==> config.mk <==
export PLATFORM = sky130hd
export DESIGN_NAME = ptlru_ctrl
export DESIGN_NICKNAME = d
export VERILOG_FILES = /design/src/rtl/core/ptlru_pkg.sv /design/src/rtl/core/ptlru_ctrl.sv
export SDC_FILE = /design/constraint.sdc
export NUM_CORES = 1
export LEC_CHECK = 0
export BUFFER_PORTS_ARGS = -buffer_cell sky130_fd_sc_hd__buf_2
export CORE_AREA = 2 2 39 41
export DETAILED_ROUTE_END_ITERATION = 10
export DIE_AREA = 0 0 41 43
export PLACE_DENSITY = 0.42
export SETUP_SLACK_MARGIN = 0.2
export SKIP_CTS_REPAIR_TIMING = 1
export SLEW_MARGIN = 10
export SYNTH_ARGS = -nofsm -noshare
export SYNTH_HDL_FRONTEND = slang
export SYNTH_SLANG_ARGS = --single-unit
==> constraint.sdc <==
create_clock -name clk -period 3.35 [get_ports clk]
set_input_delay 0.1675 -clock clk [delete_from_list [all_inputs] [get_ports clk]]
set_output_delay 0.1675 -clock clk [all_outputs]
set_load 0.01 [all_outputs]
==> src/rtl/core/ptlru_pkg.sv <==
// Shared types and constants for the paged translation block.
`default_nettype none
package ptlru_pkg;
  localparam int MaxFrames = 64;
  localparam int FrameBits = $clog2(MaxFrames);
  localparam int PageBits = 20;
  localparam int OffsetBits = 12;
  localparam int PhysBits = 18;
  localparam int CfgBits = 7;
  localparam int PageDepth = 1 << PageBits;

  typedef struct packed {
    logic        kind;
    logic [31:0] virt_addr;
  } in_item_t;

  typedef struct packed {
    logic [PhysBits-1:0] physical_address;
    logic                page_fault;
    logic                evicted;
    logic                dirty_evicted;
    logic [31:0]         fault_count;
    logic [31:0]         dirty_evict_count;
  } out_item_t;

  // controller -> datapath
  typedef struct packed {
    logic load;      // capture input, bump clock, start page lookup
    logic clr_step;  // clearing pass: clear one valid row
    logic decide;    // lookup result available: hit update or scan start
    logic scan;      // one frame scanned
    logic commit;    // write miss result
    logic emit;      // present result
  } ptlru_cmd_t;

  // datapath -> controller
  typedef struct packed {
    logic clr_done;
    logic hit;
    logic scan_last;
  } ptlru_sts_t;
endpackage
`default_nettype wire

==> src/rtl/core/ptlru_ctrl.sv <==
// Controller state machine for the paged translation block.
`default_nettype none
module ptlru_ctrl
  import ptlru_pkg::*;
(
  input  wire logic       clk,
  input  wire logic       rst_n,
  input  wire logic       start,
  output logic            busy,
  output ptlru_cmd_t      cmd,
  input  wire ptlru_sts_t sts
);
  localparam logic [2:0] S_CLR = 3'd0, S_IDLE = 3'd1, S_LOOK = 3'd2,
                         S_DEC = 3'd3, S_SCAN = 3'd4, S_COMMIT = 3'd5, S_EMIT = 3'd6;
  logic [2:0] state_r, state_nxt;

  always_comb begin
    state_nxt = state_r;
    cmd = '0;
    case (state_r)
      S_CLR: begin
        cmd.clr_step = 1'b1;
        if (sts.clr_done) state_nxt = S_IDLE;
      end
      S_IDLE: if (start) begin
        cmd.load = 1'b1;
        state_nxt = S_LOOK;
      end
      S_LOOK: state_nxt = S_DEC;
      S_DEC: begin
        cmd.decide = 1'b1;
        state_nxt = sts.hit ? S_EMIT : S_SCAN;
      end
      S_SCAN: begin
        cmd.scan = 1'b1;
        if (sts.scan_last) state_nxt = S_COMMIT;
      end
      S_COMMIT: begin
        cmd.commit = 1'b1;
        state_nxt = S_EMIT;
      end
      S_EMIT: begin
        cmd.emit = 1'b1;
        state_nxt = S_IDLE;
      end
      default: state_nxt = S_IDLE;
    endcase
  end

  assign busy = (state_r != S_IDLE);

  always_ff @(posedge clk) begin
    if (!rst_n) state_r <= S_CLR;
    else state_r <= state_nxt;
  end
endmodule
`default_nettype wire

# [Yosys cells after proc, flatten, opt, wreduce, memory -nomap -nowiden]
# Cells that the tools add are included.
[totals] regBits=3 latchBits=0 ramBits=0 mem_bits_ro=0 inputBits=6 out_inout_bits=7 wordCells=25 mem_count=0
[classes] add_sub_neg=0 mul=0 n_div=0 n_lt_le_gt_ge=0 n_eq_ne=10 shifts=0 mux=12 bitwise=0 n_reduce_logical=2
[ops] cell="3-bit one-hot mux with 6 select lines" n=1
[ops] cell="3-bit equality test, second input constant" n=3
[ops] cell="3-bit two-way mux" n=3
[ops] cell="1-bit two-way mux" n=7
[ops] cell="3-bit by 2-bit equality test with 1-bit output, second input constant" n=2
[ops] cell="2-bit != test, second input constant" n=3
[ops] cell="3-bit by 1-bit equality test with 1-bit output, second input constant" n=1
[ops] cell="3-bit zero test" n=1
[ops] cell="3-bit by 1-bit != test with 1-bit output, second input constant" n=1
[ops] cell="3-bit AND reduction" n=1
[ops] cell="2-bit two-way mux" n=1

# [Depth between registers and ports, before layout]
# Gate-level depths: netlist of run 1.
[logic_depth] depth_word=3 mapped_depth=7 mapped_depth_nobuf=6

# [Least setup slack after synthesis of run 1]
# Ideal clock, no wire load.
[synth_timing] kind="reg-to-reg" startpoint="register state_r[1]" endpoint="register state_r[1]" setup_time_ns=0.116 t_arrival_ns=1.163 t_required_ns=3.234 slack_ns=2.071 stages_incl_launch_ff=8 path_buffers=1 synth_period_minus_slack_ns=1.279 cell_sequence="dfxtp_1 -> buf_4 -> inv_1 -> ha_1 -> inv_1 -> a31oi_1 -> o2bb2ai_1 -> and3_1"
[synth_via] elab_chain_cells=3 word_cells_on_any_way=11 cone_classes="8 x eq/ne; 1 x mux; 2 x reduce/logical"
[synth_lines] element="start, declared" line="ptlru_ctrl.sv:15" text="logic [2:0] state_r, state_nxt;"
[synth_lines] element="start signal, assigned" line="ptlru_ctrl.sv:54" text="else state_r <= state_nxt;"
[synth_lines] element="3-bit equality test, or another cell as far along" line="ptlru_ctrl.sv:20" text="case (state_r)"
[synth_lines] element="2-bit != test (no line)"
[synth_lines] element="3-bit AND reduction (no line)"
# Several ways; a longest one is shown, not always the timed one.
# A chain may end at the register's enable or synchronous reset.

==> summary.md, run 1 <==
| Metric | Value |
|---|---|
| CP Launch Type | flip-flop |
| Total Wirelength | 670 um |
| Max-Cap Viols | 0 |
| Fin. max-slew vios | 0 |
| Post-synth cell types | 23 |
| Registers with the most flip-flops | state_r: 3 flops |
| Final GP Congestion | 0.7110 |
| Initial antenna violation count | 0 |
| Switch share | 0.4543 |
| Placed cell areas | 347.8 sq um |
| Starting density of the core | 0.2107 |
| Fin Clk Skew | 0.008484 ns |
| Fin nets | 61 |
| Port Buffers | 12 |
| Biggest register | state_r |
| Area taken by flip-flops and latches | 60.06 sq um |
| Synth warn | 0 |
| Seq/Total Area, Yosys | 0.2060 |
| Total Die Area | 1763 sq um |
| CTS clk-pin slew, worst paths | 0.04 ns |
| Critical path class | reg2out |
| Fmax | 689.7 MHz |
| Flop pwr share | 0.261 |
| Dpl cells | 65 |
| Worst-Margin Slew | 0.3858 ns |
| R2R setup slack | 1.93 ns |
| Avg WL per Cell | 9.710 um |
| Worst path arrival time | 1.28 ns |
| RSZ-0062 raised after global routing | no |
| I/O pins | 13 |
| Internal | 0.1902 mW |
| GRT Residual Overflow | 0 |
| Final ANT Viol Nets | 0 |
| Synth Register Bits | 3 |
| DRT iter0 DRCs | 7 |
| Avg Inst Size Synth | 7.288 sq um |
| R2R Path End | state_r[1] |
| WP data required | 3.18 ns |
| Post-synthesis cell area | 291.5 sq um |
| Clock power frac | 0.182 |
| Part of the cycle the worst path needs | 0.4328 |
| Row count | 14 |
| Logic gate share of total power | 0.557 |
| Area of the multi-input gates | 196.4 sq um |
| Fin cells | 69 |
| Status | completed |
| Worst setup startpoint | state_r[0] |
| Area growth syn-to-layout | 28.33% |
| Final HPWL DP | 518.8 um |
| Sink Count | 3 |
| Number of vias in the routed layout | 303 |
| Crit path to | cmd[5] |
| Proportion of layout cells with a drive suffix above 1 | 0.3962 |
| Psw | 0.1583 mW |
| Reg2reg start | state_r[1] |
| CTS tree | built |
| CTS Root Cell | clkbuf_4 |
| Ant diodes | 0 |
| Clock latency reported for the late side of the worst-skew pair | 0.23 ns |
| Die X | 41 um |
| Vias in the first global route | 266 |
| Maximum number of pins on one net before global-route repair | 13 |
| Fillers | 154 |
| CTS H-tree depth | 1 |
| Leak Pwr | 0.1901 nW |
| Final hold vios | 0 |
| Max reg flops | 3 |
| Worst slew margin | 0.7424 |
| Via density | 4.391 |
| Die H | 43 um |
| Peak VDD IR | 0.2374 mV |
| Tmin final | 1.450 ns |
| TritonCTS buffer count | 3 |
| First-pass GRT wire length | 1014 um |
| Hold WC Path Type | in2reg |
| 1st-pass router iterations | 2 |
| Global-route usage over all layers | 0.08408 |
| DRC Markers | 0 |
| Sum Neg Setup Slack | 0 ns |
| Syn_nets | 47 |
| CP endpoint kind | output port |
| Crit-path max FO | 10 |
| Register-to-Register Path Depth | 6 |
| Post-Place Worst Slack | 1.932 ns |
| Setup WS post-layout | 1.900 ns |
| Setup Viol. Count Final | 0 |
| Finished Cell Area | 374.1 sq um |
| Power per cell area | 931.5 nW/um^2 |
| Core Footprint | 1384 sq um |
| CTS max path bufs | 2 |
| Syn Inst Count | 40 |
==> cell usage after synthesis <==
library cell  number  area, sq um
nor2_1             5        18.77
nand2_1            4        15.01
dfxtp_1            3        60.06
inv_1              3        11.26
a21oi_1            2        10.01
and2_2             2        15.01
and3_1             2        12.51
mux2i_1            2        20.02
nand3_1            2        10.01
o21ai_0            2        10.01
a22oi_2            1        12.51
a31oi_1            1        6.260
and2b_4            1        10.01
and3b_2            1        10.01
buf_2              1        5.000
buf_4              1        7.510
buf_6              1        11.26
ha_1               1        12.51
nand2b_1           1        6.260
nand2b_2           1        8.760
nor3_1             1        5.000
o21ai_1            1        5.000
o2bb2ai_1          1        8.760
==> cell families (layout without fill, tap and decap cells) <==
group	after synthesis	count (layout)	share of synthesized area
AND/OR/NAND/NOR	20	20	0.3820
AO/OA/AOI/OAI	8	8	0.1803
buffers and inverters	6	19	0.1202
flip-flops	3	3	0.2060
multiplexers	2	2	0.06867
adder cells (fa/ha/maj)	1	1	0.04291
==> metal layers <==
metal	vias to the layer above	global-route usage	wire (um)
li1	163	-	-
met1	132	0.09873	314
met2	8	0.1281	326
met3	0	0.01571	29
met4	0	0.06000	0
met5	-	0	0
==> worst min path at each step <==
stage           from         end  slack [ns]  depth (start not counted)
2_1_floorplan  rst_n  state_r[0]        0.28                          2
3_3_place_gp   rst_n  state_r[0]        0.43                          3
3_5_place_dp   rst_n  state_r[0]        0.43                          3
4_1_cts        rst_n  state_r[0]        0.17                          3
5_1_grt        rst_n  state_r[0]        0.18                          3
6_report       rst_n  state_r[0]        0.18                          3
==> power groups by stage <==
stage,logic (mW),clock network (mW),registers [mW]
after global placement,0.196,0,0.0916
after global routing,0.220,0.0703,0.0962
after floorplan,0.191,0,0.0558
after detailed placement,0.197,0,0.0907
final,0.194,0.0635,0.0909
after CTS,0.197,0.0665,0.0905
==> per-stage QoR <==
| stage | utilization | hold WS, ns | power, mW |
|---|---|---|---|
| global route | 0.2703 | 0.1782 | 0.3861 |
| global placement | 0.2514 | 0.4254 | 0.2877 |
| finish | 0.2703 | 0.1753 | 0.3485 |
| floorplan | - | 0.2836 | 0.2465 |
| detailed placement | 0.2514 | 0.4253 | 0.2879 |
| CTS | 0.2703 | 0.1711 | 0.3541 |
==> cells in the final DEF, fill, tap and decap left out, drive strengths merged <==
master,count
nor2,5
mux2i,2
and2,2
o21ai,3
a22oi,1
nor3,1
and3,2
a21oi,2
clkbuf,4
inv,3
nand2,4
dfxtp,3
and2b,1
o2bb2ai,1
and3b,1
nand3,2
nand2b,2
ha,1
buf,12
a31oi,1
==> area by class of cell <==
class                      instances  share of cell area
clock buffer                       4             0.07023
inverter                           3             0.03010
multi-input combinational         31              0.5251
sequential                         3              0.1605
tap                               16             0.05351
timing repair buffer              12              0.1605
==> critical path, stage by stage, from the launching register on <==
cell	delay (ns)
dfxtp_1	0.53
and2b_4	0.25
nand2b_2	0.06
nor2_1	0.08
buf_2	0.13
Power figures use the tool's default switching activity.
==> inputs of run 2 (changes only) <==
--- a/config.mk
+++ b/config.mk
@@ -9,7 +9,7 @@
 export CORE_AREA = 2 2 39 41
 export DETAILED_ROUTE_END_ITERATION = 10
 export DIE_AREA = 0 0 41 43
-export PLACE_DENSITY = 0.42
+export PLACE_DENSITY = 0.44
 export SETUP_SLACK_MARGIN = 0.2
 export SKIP_CTS_REPAIR_TIMING = 1
 export SLEW_MARGIN = 10
==> constraint.sdc (replaced) <==
create_clock -name clk -period 1.2 [get_ports clk]
set_input_delay 0.06 -clock clk [delete_from_list [all_inputs] [get_ports clk]]
set_output_delay 0.06 -clock clk [all_outputs]
set_load 0.01 [all_outputs]
==> summary.md, run 2 (synthesized netlist as in run 1, its figures left out) <==
| Metric | Value |
|---|---|
| Final hold vios | 0 |
| Proportion of layout cells with a drive suffix above 1 | 0.6452 |
| Setup Viol. Count Final | 0 |
| CP endpoint kind | flip-flop |
| 1st-pass router iterations | 4 |
| Fin. max-slew vios | 0 |
| Peak VDD IR | 0.7969 mV |
| Tmin final | 1.179 ns |
| Max-Cap Viols | 0 |
| Critical path, cell by cell | inv_2 -> ha_4 -> inv_4 -> a31oi_1 -> o2bb2ai_1 -> and3_1 |
| Commonest non-fill, non-tap cell in the layout | buf_2 |
| Leak Pwr | 0.2482 nW |
| Power per cell area | 2773 nW/um^2 |
| CTS H-tree depth | 1 |
| Maximum number of pins on one net before global-route repair | 10 |
| Total Wirelength | 870 um |
| RSZ-0062 raised after global routing | yes |
| Total Die Area | 1763 sq um |
| CP Launch Type | flip-flop |
| Status | completed |
| Fin nets | 70 |
| GRT Residual Overflow | 0 |
| Die X | 41 um |
| Biggest register | state_r |
| I/O pins | 13 |
| Ant diodes | 0 |
| Post-Place Worst Slack | 0.03174 ns |
| Vias in the first global route | 243 |
| Hold WC Path Type | in2reg |
| Fillers | 153 |
| Clock latency reported for the late side of the worst-skew pair | 0.24 ns |
| Fin Clk Skew | 0.0008188 ns |
| TritonCTS buffer count | 3 |
| Row count | 14 |
| First-pass GRT wire length | 1055 um |
| Part of the cycle the worst path needs | 0.9827 |
| WP data required | 1.33 ns |
| CTS max path bufs | 2 |
| Max stage delay on crit path | 0.35 ns |
| Crit-path max FO | 4 |
| Setup WS post-layout | 0.02071 ns |
| Worst path arrival time | 1.31 ns |
| Registers with the most flip-flops | state_r: 3 flops |
| Most frequent cells in the layout | 9 x buf_2, 6 x buf_6, 6 x buf_4 |
| Total power | 1.440 mW |
| Final GP Congestion | 0.7496 |
| Fin util | 0.3752 |
| Starting density of the core | 0.2107 |
| Die H | 43 um |
| Via density | 4.436 |
| Critical path class | reg2reg |
| Max reg flops | 3 |
| Initial antenna violation count | 0 |
| Worst slew margin | 0.8373 |
| Final ANT Viol Nets | 0 |
| Placed cell areas | 395.4 sq um |
| CTS Root Cell | clkbuf_4 |
| Finished Cell Area | 519.2 sq um |
| Fmax | 848.0 MHz |
| DRC Markers | 0 |
| Hold WS | 0.05437 ns |
| Global-route usage over all layers | 0.08826 |
| Final HPWL DP | 554.7 um |
| Sink Count | 3 |
| Worst-Margin Slew | 0.2372 ns |
| Critical path's slowest cell | dfxtp_2 |
| Area growth syn-to-layout | 78.11% |
| CTS tree | built |
| DRT iter0 DRCs | 2 |
| Number of vias in the routed layout | 346 |
| Port Buffers | 12 |
| Avg WL per Cell | 11.15 um |
| CTS clk-pin slew, worst paths | 0.04 ns |
| Core Footprint | 1384 sq um |
## run 2: changes by cell type in the layout (fill, tap and decap cells not counted), sizes merged
| cell | change |
|---|---|
| buf | +9 |
## run 2: worst max-delay path, delay by kind of cell, from the launching register on
kind,cells,cell delay [ns]
and+or+nand+nor,1,0.14
AOI/OAI and AO/OA,2,0.22
buffers and inverters,2,0.09
adders and majority gates,1,0.27
DFF,1,0.35
## run 2: through the flow
step,std cells,TNS [ns]
after floorplan,40,0
after global placement,69,0
after detailed placement,69,0
after CTS,73,-0.3926
after global routing,78,-0.08399
final,78,0
## run 2: where the power goes
group | leakage [nW] | internal [mW] | switching, mW
Sequential | 0.0264 | 0.164 | 0.0918
Combinational | 0.207 | 0.556 | 0.445
Clock | 0.0150 | 0.125 | 0.0578
Total | 0.248 | 0.845 | 0.595
## run 2: worst paths after layout
kind / start / to / slack, ns / cells past startpoint
worst min register to register: state_r[0] / state_r[2] / 0.68 / 3
worst max-delay path: state_r[1] / state_r[1] / 0.02 / 6
worst max register to register: state_r[1] / state_r[1] / 0.02 / 6
worst min-delay path: rst_n / state_r[0] / 0.05 / 3
## run 2: final cells by class
| cell class | instances | area (sq um) | share of cell area |
|---|---|---|---|
| Multi-Input combinational cell | 31 | 232.7 | 0.4482 |
| Sequential cell | 3 | 68.82 | 0.1325 |
| Clock buffer | 4 | 26.28 | 0.05060 |
| Inverter | 3 | 13.76 | 0.02651 |
| Timing Repair Buffer | 21 | 157.7 | 0.3036 |
| Tap cell | 16 | 20.02 | 0.03855 |
## run 2: per-layer routing
| metal | vias up | global-route usage | share of wire |
|---|---|---|---|
| met5 | - | 0 | 0 |
| met3 | 3 | 0.05236 | 0.083 |
| li1 | 178 | - | - |
| met1 | 149 | 0.1186 | 0.43 |
| met4 | 0 | 0.02000 | 0.026 |
| met2 | 16 | 0.1188 | 0.46 |
==> inputs of run 3 (changes only) <==
--- a/config.mk
+++ b/config.mk
@@ -5,11 +5,12 @@
 export SDC_FILE = /design/constraint.sdc
 export NUM_CORES = 1
 export LEC_CHECK = 0
+export ABC_AREA = 1
 export BUFFER_PORTS_ARGS = -buffer_cell sky130_fd_sc_hd__buf_2
 export CORE_AREA = 2 2 39 41
 export DETAILED_ROUTE_END_ITERATION = 10
 export DIE_AREA = 0 0 41 43
-export PLACE_DENSITY = 0.44
+export PLACE_DENSITY = 0.42
 export SETUP_SLACK_MARGIN = 0.2
 export SKIP_CTS_REPAIR_TIMING = 1
 export SLEW_MARGIN = 10
==> summary.md, run 3 <==
| Metric | Value |
|---|---|
| Status | completed |
| Synth Register Bits | 3 |
| Registers with the most flip-flops | state_r: 3 flops |
| Critical path, cell by cell | inv_6 -> nand3_2 -> nor2_1 -> buf_2 |
| Largest cells by area after synthesis | dfxtp_1 22%, nand2_1 14%, nor2_1 11%, inv_1 9.5%, nand3_1 7.2% |
| First-pass GRT wire length | 1090 um |
| Global-route usage over all layers | 0.09228 |
| Syn_nets | 52 |
| Most common cell in the netlist | nand2_1 |
| Seq/Total Area, Yosys | 0.2172 |
| Number of vias in the routed layout | 327 |
| Leak Pwr | 0.2387 nW |
| Row count | 14 |
| Clock latency reported for the late side of the worst-skew pair | 0.23 ns |
| Commonest non-fill, non-tap cell in the layout | buf_2 |
| CTS tree | built |
| Post-synthesis cell area | 276.5 sq um |
| Area leader, netlist | dfxtp_1 |
| Tmin final | 1.086 ns |
| CTS H-tree depth | 1 |
| Hold WC Path Type | in2reg |
| Post-Place Worst Slack | 0.08121 ns |
| Post-synth ARST share | 0 |
| Max reg flops | 3 |
| Area growth syn-to-layout | 57.92% |
| Setup Viol. Count Final | 0 |
| Total Wirelength | 694 um |
| Main synth FF type | dfxtp_1 |
| Maximum number of pins on one net before global-route repair | 10 |
| CTS Root Cell | clkbuf_4 |
| Die X | 41 um |
| Final ANT Viol Nets | 0 |
| Critical path class | reg2out |
| Core Footprint | 1384 sq um |
| Max-Cap Viols | 0 |
| Sum Neg Setup Slack | 0 ns |
| Final HPWL DP | 551.1 um |
| Top-area cell type share of the netlist area | 0.2172 |
| 1st-pass router iterations | 2 |
| Setup WS post-layout | 0.1141 ns |
| Final GP Congestion | 0.6758 |
| Peak VDD IR | 1.084 mV |
| Post-synth cell types | 15 |
| I/O pins | 13 |
| Fin nets | 69 |
| WP data required | 1.14 ns |
| Initial antenna violation count | 0 |
| CTS clk-pin slew, worst paths | 0.03 ns |
| Fin Clk Skew | 0.002055 ns |
| Crit-path max FO | 7 |
| Fmax | 920.9 MHz |
| Starting density of the core | 0.1998 |
| Biggest register | state_r |
| EDFF count, synth | 0 |
| Crit path max-delay family | flip-flops |
| Power per cell area | 2375 nW/um^2 |
| Total Die Area | 1763 sq um |
| Hold WS | 0.07825 ns |
| Fillers | 169 |
| DRC Markers | 0 |
| Proportion of layout cells with a drive suffix above 1 | 0.5082 |
| Max stage delay on crit path | 0.37 ns |
| Part of the cycle the worst path needs | 0.9049 |
| Worst path bufs/invs | 2 |
| Avg Inst Size Synth | 6.145 sq um |
| Critical path's slowest cell | dfxtp_4 |
| RSZ-0062 raised after global routing | yes |
| Synth warn | 0 |
| CP Launch Type | flip-flop |
| GRT Residual Overflow | 0 |
| DRT iter0 DRCs | 3 |
| Fin. max-slew vios | 0 |
| Vias in the first global route | 278 |
| Avg WL per Cell | 9.013 um |
| Worst-Margin Slew | 0.1350 ns |
| Port Buffers | 12 |
| Worst path arrival time | 1.03 ns |
| CTS max path bufs | 2 |
| Syn Inst Count | 45 |
| Die H | 43 um |
| Worst slew margin | 0.9093 |
| Top cells by count, synth | 10 x nand2_1, 8 x nor2_1, 7 x inv_1, 4 x nand3_1, 3 x dfxtp_1 |
| Ant diodes | 0 |
| TritonCTS buffer count | 3 |
| Via density | 4.247 |
| Final hold vios | 0 |
| Fin util | 0.3156 |
| CP endpoint kind | output port |
| Most frequent cells in the layout | 11 x buf_2, 8 x nand2_1, 7 x nor2_1 |
| Sink Count | 3 |
run 3: cell count changes after synthesis, sizes merged, moves of 2 or more:
cell and change:
buf -2, and2 -2, a21oi -2, inv +6, nor3 +2, nand2 +6
nand3 +4, nor2 +4, nand2b -2, and3 -2, mux2i -2, nand3b +2
o21ai -3
run 3: tightest hold or removal path, delay by kind of cell:
kind / cells / cell delay, ns
simple gates: 1 / 0.04
buf+inv: 2 / 0.17
run 3: where the power goes:
part,total [mW],switching [mW],leakage [nW],internal (mW)
clock,0.174,0.0495,0.0150,0.124
sequential,0.262,0.103,0.0267,0.159
combinational,0.601,0.343,0.197,0.258
run 3: per-layer routing:
layer  part of all wire  GRT usage
met5                  0          0
met4                  0    0.04000
met3              0.059    0.04712
met2               0.46     0.1250
met1               0.47     0.1186
run 3: per-stage QoR:
stage | power, mW | cells | area (sq um)
2_1_floorplan | 0.6425 | 45 | 299.0
3_3_place_gp | 0.7679 | 72 | 367.9
3_5_place_dp | 0.7658 | 72 | 367.9
4_1_cts | 0.9555 | 76 | 394.1
5_1_grt | 1.130 | 77 | 436.7
6_report | 1.037 | 77 | 436.7
run 3: worst paths after layout:
check / slack, ns / startpoint / end / cells after the start
setup / recovery: 0.11 / state_r[2] / cmd[5] / 4
hold reg to reg: 0.68 / state_r[0] / state_r[1] / 4
setup reg to reg: 0.13 / state_r[1] / state_r[2] / 7
hold / removal: 0.08 / rst_n / state_r[1] / 3
run 3: final cells by class:
| class | count | area [sq um] | share of cell area |
|---|---|---|---|
| multi-input cells | 32 | 201.4 | 0.4613 |
| repair buffers | 13 | 73.82 | 0.1691 |
| flip-flops and latches | 3 | 71.32 | 0.1633 |
| inverters | 9 | 43.79 | 0.1003 |
| clock buffers | 4 | 26.28 | 0.06017 |
| well taps | 16 | 20.02 | 0.04585 |
run 3: kinds of logic after synthesis:
| group | count (synthesis) | synth area share |
|---|---|---|
| buffers and inverters | 10 | 0.1629 |
| adder cells (fa/ha/maj) | 1 | 0.04524 |
| flip-flops | 3 | 0.2172 |
| AND/OR/NAND/NOR | 31 | 0.5747 |
